## src/sv/rrsm_pkg.sv

```systemverilog
// rrsm_pkg: shared types and constants for the reserved region table
// depends on nothing; imported by rrsm_dp, rrsm_ctrl and the top level
package rrsm_pkg;

	// table geometry
	localparam int MAX_REGIONS = 32;
	localparam int IDX_W       = $clog2(MAX_REGIONS);
	localparam int CNT_W       = $clog2(MAX_REGIONS + 1);
	localparam int ADDR_W      = 64;
	localparam int TOTAL_W     = 6;

	localparam logic [CNT_W-1:0]  MAX_CNT  = CNT_W'(MAX_REGIONS);
	localparam logic [ADDR_W-1:0] ALL_ONES = '1;

	// request commands
	typedef enum logic [1:0] {
		CMD_ADD   = 2'd0,
		CMD_SORT  = 2'd1,
		CMD_QUERY = 2'd2,
		CMD_CLEAR = 2'd3
	} cmd_t;

	// one table entry
	typedef struct packed {
		logic [ADDR_W-1:0] base;
		logic [ADDR_W-1:0] limit;
	} entry_t;

	localparam int ENTRY_W = $bits(entry_t);

	// datapath operations, one per cycle
	typedef enum logic [3:0] {
		OP_NONE,
		OP_ACCEPT,
		OP_ADD,
		OP_CLEAR,
		OP_RD_FIRST,
		OP_MRG_FIRST,
		OP_LD_FIRST,
		OP_RD_NEXT,
		OP_SORT_CMP,
		OP_SORT_END,
		OP_MRG_STEP,
		OP_MRG_END,
		OP_QRY_RD,
		OP_QRY_SEL,
		OP_QRY_STEP
	} dp_op_t;

	// what goes into the output register
	typedef enum logic [1:0] {
		PUSH_NONE,
		PUSH_DONE,
		PUSH_GAP,
		PUSH_GAP_LAST
	} push_t;

	typedef struct packed {
		dp_op_t op;
		push_t  push;
	} ctrl_cmd_t;

	typedef struct packed {
		cmd_t cmd;
		logic count_lt2;
		logic j_last;
		logic pass_last;
		logic q_found;
		logic q_brk;
		logic pend_v;
		logic out_space;
	} dp_stat_t;

	// controller states
	typedef enum logic [4:0] {
		S_IDLE,
		S_DISPATCH,
		S_RESP,
		S_SORT_RD0,
		S_SORT_LD0,
		S_SORT_RD,
		S_SORT_CMP,
		S_SORT_END,
		S_MRG_RD0,
		S_MRG_LD0,
		S_MRG_RD,
		S_MRG_STEP,
		S_MRG_END,
		S_QRY_RD,
		S_QRY_SEL,
		S_QRY_STEP,
		S_QRY_FIN
	} state_t;

endpackage

```

## src/sv/rrsm_ctrl.sv

```systemverilog
// rrsm_ctrl: controller state machine of the reserved region table
// sequences add, clear, bubble sort, merge and gap query; uses rrsm_pkg
module rrsm_ctrl (
	input  logic                clk,
	input  logic                arst_n,
	input  logic                in_valid,
	output logic                in_ready,
	input  rrsm_pkg::dp_stat_t  stat,
	output rrsm_pkg::ctrl_cmd_t ctl
);
	import rrsm_pkg::*;

	state_t state_q, state_d;

	// state register
	always_ff @(posedge clk or negedge arst_n) begin
		if (!arst_n) begin
			state_q <= S_IDLE;
		end else begin
			state_q <= state_d;
		end
	end

	// next state and datapath commands
	always_comb begin
		state_d  = state_q;
		in_ready = 1'b0;
		ctl.op   = OP_NONE;
		ctl.push = PUSH_NONE;
		case (state_q)
			S_IDLE: begin
				in_ready = 1'b1;
				if (in_valid) begin
					ctl.op  = OP_ACCEPT;
					state_d = S_DISPATCH;
				end
			end
			S_DISPATCH: begin
				case (stat.cmd)
					CMD_ADD: begin
						ctl.op  = OP_ADD;
						state_d = S_RESP;
					end
					CMD_CLEAR: begin
						ctl.op  = OP_CLEAR;
						state_d = S_RESP;
					end
					CMD_SORT:  state_d = stat.count_lt2 ? S_RESP : S_SORT_RD0;
					CMD_QUERY: state_d = S_QRY_RD;
					default:   state_d = S_RESP;
				endcase
			end
			S_RESP: begin
				if (stat.out_space) begin
					ctl.push = PUSH_DONE;
					state_d  = S_IDLE;
				end
			end
			// one bubble pass: largest start moves to the end of the pass
			S_SORT_RD0: begin
				ctl.op  = OP_RD_FIRST;
				state_d = S_SORT_LD0;
			end
			S_SORT_LD0: begin
				ctl.op  = OP_LD_FIRST;
				state_d = S_SORT_CMP;
			end
			S_SORT_RD: begin
				ctl.op  = OP_RD_NEXT;
				state_d = S_SORT_CMP;
			end
			S_SORT_CMP: begin
				ctl.op  = OP_SORT_CMP;
				state_d = stat.j_last ? S_SORT_END : S_SORT_RD;
			end
			S_SORT_END: begin
				ctl.op  = OP_SORT_END;
				state_d = stat.pass_last ? S_MRG_RD0 : S_SORT_RD0;
			end
			// merge: stream through the sorted table, compacting in place
			S_MRG_RD0: begin
				ctl.op  = OP_MRG_FIRST;
				state_d = S_MRG_LD0;
			end
			S_MRG_LD0: begin
				ctl.op  = OP_LD_FIRST;
				state_d = S_MRG_STEP;
			end
			S_MRG_RD: begin
				ctl.op  = OP_RD_NEXT;
				state_d = S_MRG_STEP;
			end
			S_MRG_STEP: begin
				ctl.op  = OP_MRG_STEP;
				state_d = stat.j_last ? S_MRG_END : S_MRG_RD;
			end
			S_MRG_END: begin
				ctl.op  = OP_MRG_END;
				state_d = S_RESP;
			end
			// query: each table entry passes S_QRY_RD, S_QRY_SEL and S_QRY_STEP, gaps held back by one
			S_QRY_RD: begin
				ctl.op  = OP_QRY_RD;
				state_d = S_QRY_SEL;
			end
			S_QRY_SEL: begin
				ctl.op  = OP_QRY_SEL;
				state_d = S_QRY_STEP;
			end
			S_QRY_STEP: begin
				if (!(stat.q_found && stat.pend_v && !stat.out_space)) begin
					ctl.op = OP_QRY_STEP;
					if (stat.q_found && stat.pend_v) begin
						ctl.push = PUSH_GAP;
					end
					state_d = stat.q_brk ? S_QRY_FIN : S_QRY_RD;
				end
			end
			S_QRY_FIN: begin
				if (stat.out_space) begin
					ctl.push = stat.pend_v ? PUSH_GAP_LAST : PUSH_DONE;
					state_d  = S_IDLE;
				end
			end
			default: state_d = S_IDLE;
		endcase
	end

endmodule

```

## config.mk

```make
export PLATFORM = sky130hd
export DESIGN_NAME = rrsm_ctrl
export DESIGN_NICKNAME = d
export VERILOG_FILES = /design/src/sv/rrsm_pkg.sv /design/src/sv/rrsm_ctrl.sv
export SDC_FILE = /design/constraint.sdc
export NUM_CORES = 1
export LEC_CHECK = 0
export BUFFER_PORTS_ARGS = -buffer_cell sky130_fd_sc_hd__clkbuf_2
export CAP_MARGIN = 20
export CORE_AREA = 2 2 52 66
export DETAILED_ROUTE_END_ITERATION = 16
export DIE_AREA = 0 0 54 68
export HOLD_SLACK_MARGIN = 0.02
export PLACE_DENSITY = 0.39
export REMOVE_ABC_BUFFERS = 1
export SYNTH_ARGS = -nofsm -noshare
export SYNTH_HDL_FRONTEND = slang
export SYNTH_SLANG_ARGS = --single-unit
```

## constraint.sdc

```tcl
create_clock -name clk -period 1.9 [get_ports clk]
set_input_delay 0.095 -clock clk [delete_from_list [all_inputs] [get_ports clk]]
set_output_delay 0.095 -clock clk [all_outputs]
set_load 0.02 [all_outputs]
```

Word-level counts from Yosys, hierarchy flattened --
Cells that the tools add are included.
Operators by class: add/sub/neg operators 0, multipliers 0, divide/modulo/power cells 0, magnitude comparators 0, equal/unequal tests 22, shift-type cells 0, multiplexer cells 20, bitwise gates (word level) 0, reductions and logical operators 12
Operators with widths (count):
- one-hot mux 5 bit (14 select lines) | 1
- one-hot mux 4 bit (13 select lines) | 1
- == test 5 x 4 -> 1 bit, second input constant | 8
- == test 5 x 3 -> 1 bit, second input constant | 4
- two-way mux 5 bit | 4
- one-hot mux 5 bit (3 select lines) | 1
- OR reduction 2 bit | 6
- == test 5 x 2 -> 1 bit, second input constant | 2
- two-way mux 2 bit | 4
- two-way mux 6 bit | 1
- one-hot mux 2 bit (3 select lines) | 1
- == test 5 x 1 -> 1 bit, second input constant | 1
- == test 5 bit, second input constant | 1
- zero test 5 bit | 1
- == test 2 bit, second input constant | 2
- two-way mux 1 bit | 4
- two-way mux 4 bit | 1
- != test 2 bit, second input constant | 2
- one-hot mux 2 bit (2 select lines) | 1
- two-way mux 3 bit | 1
- AND reduction 3 bit | 1
- == test 2 x 1 -> 1 bit, second input constant | 1
- logical AND 1 bit | 2
- zero test 2 bit | 1
- 2 further kinds | 2
Word-level totals: register bits 5, latch bits 0, memory bits (writable) 0, ROM bits 0, bits of input ports 12, memories kept 0

Logic depth before layout (Yosys ltp) --
word-level depth 4, gate-level depth with buffers 6, mapped depth without buffers 5

Worst setup path before layout --
No wires, ideal clock.
kind register to output, from register state_q[2], to output port ctl[0] (netlist bit), arrival time 1.416 ns, required time 1.805 ns, slack 0.389 ns, stages on the path, launching flop included 4, buffers on the path 1, cells stage by stage dfrtp_1 buf_6 or3_4 a211oi_1
RTL lines:
- from (decl) | line rrsm_ctrl.sv:13 | state_t state_q, state_d;
- from (signal assigned) | line rrsm_ctrl.sv:20 | state_q <= state_d;
- to (decl) | line rrsm_ctrl.sv:9 | output rrsm_pkg::ctrl_cmd_t ctl

==> summary.md <==
| Metric | Value |
|---|---|
| Mapped cell area | ~730 um2 |
| Distinct cells, synth | 32 |
| Core Util, Final | 28.66% |
| Core area | roughly 3100 um2 |
| #FFs+latches synth | 5 |
| GRT Overall Usage | 11.64% |
| Residual DRC | 0 |
| Most Crowded Layer GR | met2 |
| Avg Inst Size Synth | between 7 and 8 um2 |
| Slew margin rel. | between 70% and 80% |
| # setup viols final | 0 |
| Post-DRT Antenna Nets | 0 |
| Final Max Slew Viols | 0 |
| Initial Util | around a quarter |
| Largest net degree at the start of global routing | 20 |
| Layout Cells excl Fill | between 150 and 200 |
| Placer Congestion | between 0.7 and 0.8 |
| Post-Route Setup TNS | 0 ns |
| Min-delay worst type | primary input to flop |
| CP Launch Type | flop |
| Grt met2 use | between 20% and 30% |
| Die extent in x | approximately 54 um |
| CTS root buf | clkbuf_8 |
| RR Startpoint | state_q[2] |
| Pre-Repair DR Iteration Count | 4 |
| Max reg flops | 5 |
| Full die area | 3672 um2 |
| P_int | about 660 uW |
| WP data arrival | roughly 1.7 ns |
| Crit path kind | flop to output port |
| FP Rows | 23 |
| CTS tree | built |
| Placed instance count | ~150 |
| Req. time, crit path | around 1.8 ns |
| Post-synthesis sequential area ratio | approximately 17% |
| Number of global-route vias before repair | ~690 |
| Ys Warns | 0 |
| Die height | 68 um |
| Global-route wire length before repair | 3.105 mm |
| Met1 global-route usage | 13.23% |
| Outcome | finished, final reports clean |
| Worst setup startpoint | state_q[3] |
| Filler cells | about 360 |
| Clk_skew | roughly 0.0014 ns |
| I/O Buffers | 18 |
| Post-CTS Setup Inserts | 0 |
| Max incr delay on CP | approximately 0.46 ns |
| Via-to-Cell Ratio | 5.013 |
| Area of the multi-input gates | about 500 um2 |
| Min cycle time layout | ~1.8 ns |
| CP max stage cell | dfrtp_1 |
| Sw power | around 660 uW |
| Largest Register | state_q |
| Largest registers | state_q (5) |
| Unrepaired setup endpoints after global routing | false |
| Post-DP Area | around 830 um2 |
| Flop pwr share | about 23% |
| Sequential cell area | approximately 130 um2 |
| Total of max-cap violations | 0 |
| CTS max path bufs | 2 |
| Share of cells above drive strength 1 | around 29% |
| Number of diodes | 0 |
| CTS buffer count | 3 |
| Grt total ovfl | 0 |
| Worst hold start | stat[0] |
| Tcrit/Tclk final | 95.14% |
| Clock transition at path regs | ~0.040 ns |
| Initial antenna violation count | 0 |
| Routed WL | approximately 2.1 mm |
| Top Ports | 19 |
| CP Max Fanout | 12 |
| Fin. Hold Viols | 0 |
| Iter 0 DRT Violations | 24 |
| Nets | approximately 130 |
| P_leak | approximately 0.0004 uW |
| Sw frac | 50.08% |
| Synth area leader | dfrtp_1 |
| Logic pwr share | a little over three fifths |
| Critical Path End Type | output port |
| Slew @ Worst Pin | 0.4044 ns |
| Routing usage on met3 | 2.402% |
| CTS Sinks | 5 |
| Crit-path cells | buf_12, or3_4, o32ai_2, and3_1, clkbuf_2 |
| Total number of vias | approximately 770 |
| Synth top area cells | dfrtp_1, buf_6, ha_1 |
| Worst-skew pair later-pin latency | about 0.22 ns |
| H-tree Lvls | 1 |
| Buffer and inverter count on the worst path | 2 |
| Yosys top cell area share | ~17% |
| Power Density | 1485 nW/um2 |
| Worst vdd ir | 0.3712 mV |
| Fin area | between 800 and 900 um2 |
| Area grow syn2layout | 22.76% |
| Clk pwr share | between 10% and 20% |
| Syn Inst Count | between 90 and 100 |
| Achievable Freq | between 500 and 600 MHz |
| DR WL/cell | about 14 um |
| CP delay by family, top | simple AND/OR/NAND/NOR gates |
| Dpl hpwl | roughly 1.7 mm |
path summary, 6_finish.rpt:
| check | depth (start not counted) | end | slack, ns |
|---|---|---|---|
| setup reg to reg | 5 | state_q[0] | 0.36 |
| hold reg to reg | 2 | state_q[0] | 0.78 |
| hold / removal | 2 | state_q[4] | 0.15 |
| max in group asynchronous | 2 | state_q[0] | 1.53 |
| min in group asynchronous | 2 | state_q[4] | 0.22 |
| setup / recovery | 5 | ctl[1] | 0.09 |
layout make-up:
| class | instances | area share (%) |
|---|---|---|
| Multi-Input combinational cell | 77 | 56.04 |
| Timing Repair Buffer | 24 | 16.85 |
| Clock buffer | 4 | 5.056 |
| Sequential cell | 5 | 14.33 |
| Tap cell | 37 | 5.197 |
| Inverter | 6 | 2.528 |
through the flow:
| stage | power, uW | hold WS, ns | setup WS, ns |
|---|---|---|---|
| after floorplan | 829.9 | -0.2006 | 0.2206 |
| after global placement | 1138 | -0.08633 | 0.3013 |
| after detailed placement | 1131 | -0.08594 | 0.2502 |
| after CTS | 1332 | 0.1468 | 0.01889 |
| after global routing | 1433 | 0.1557 | 0.01461 |
| final | 1323 | 0.1488 | 0.09241 |
cells in the mapped netlist, drive strengths merged:
cell type	count
buf	9
nor2	9
nor3	8
nand2	7
inv	6
o21ai	6
a21oi	5
a31oi	5
dfrtp	5
nand2b	5
ha	4
nor2b	4
a22oi	3
nand3	3
o31ai	3
a311oi	2
o22a	2
o22ai	2
a2111oi	1
a211oi	1
a21bo	1
a21o	1
and3	1
nand3b	1
o211ai	1
o32ai	1
or3	1
worst reg2reg max path: cells and delay by family (launching register included):
family / cells / cell delay [ns]
compound gates: 2 / 0.39
buf+inv: 1 / 0.23
flops: 1 / 0.58
simple gates: 2 / 0.22
cell usage in the layout (no fill, tap or decap), drive strengths merged:
cell type / instances
o22a: 2
nand2b: 5
nor3: 8
clkbuf: 22
nand2: 7
nand3b: 1
a211oi: 1
a22oi: 3
a21o: 1
buf: 5
a21oi: 5
a21bo: 1
a311oi: 2
a31oi: 5
dlygate4sd3: 1
inv: 6
a2111oi: 1
o21ai: 6
nand3: 3
o31ai: 3
and3: 1
o32ai: 1
o22ai: 2
ha: 4
nor2b: 4
o211ai: 1
or3: 1
nor2: 9
dfrtp: 5
cells by family after synthesis:
kind of cell | count (synthesis) | synth area share (%)
adder cells (fa/ha/maj) | 4 | 6.897
AND/OR/NAND/NOR | 39 | 28.45
buffers and inverters | 15 | 13.96
AO/OA/AOI/OAI | 34 | 33.45
flip-flops | 5 | 17.24
power groups by stage:
stage	Combinational, uW	Sequential [uW]	Clock [uW]
after floorplan	549	281	0
after global placement	841	298	0
after detailed placement	835	296	0
after CTS	840	293	199
after global routing	913	312	208
final	829	298	195
routing by layer:
metal	vias to the layer above	wire, um
met2	21	1108
met3	4	96
met1	351	863
met4	0	21
met5	-	0
li1	391	-
repair_timing:
item / in CTS / in global routing
resized for setup: 0 / 2
hold buffers: 1 / 0
setup endpoints to repair: 0 / 3
endpoints found under the hold margin: 5 / 0
No activity file was read; power rests on OpenSTA's default activity.
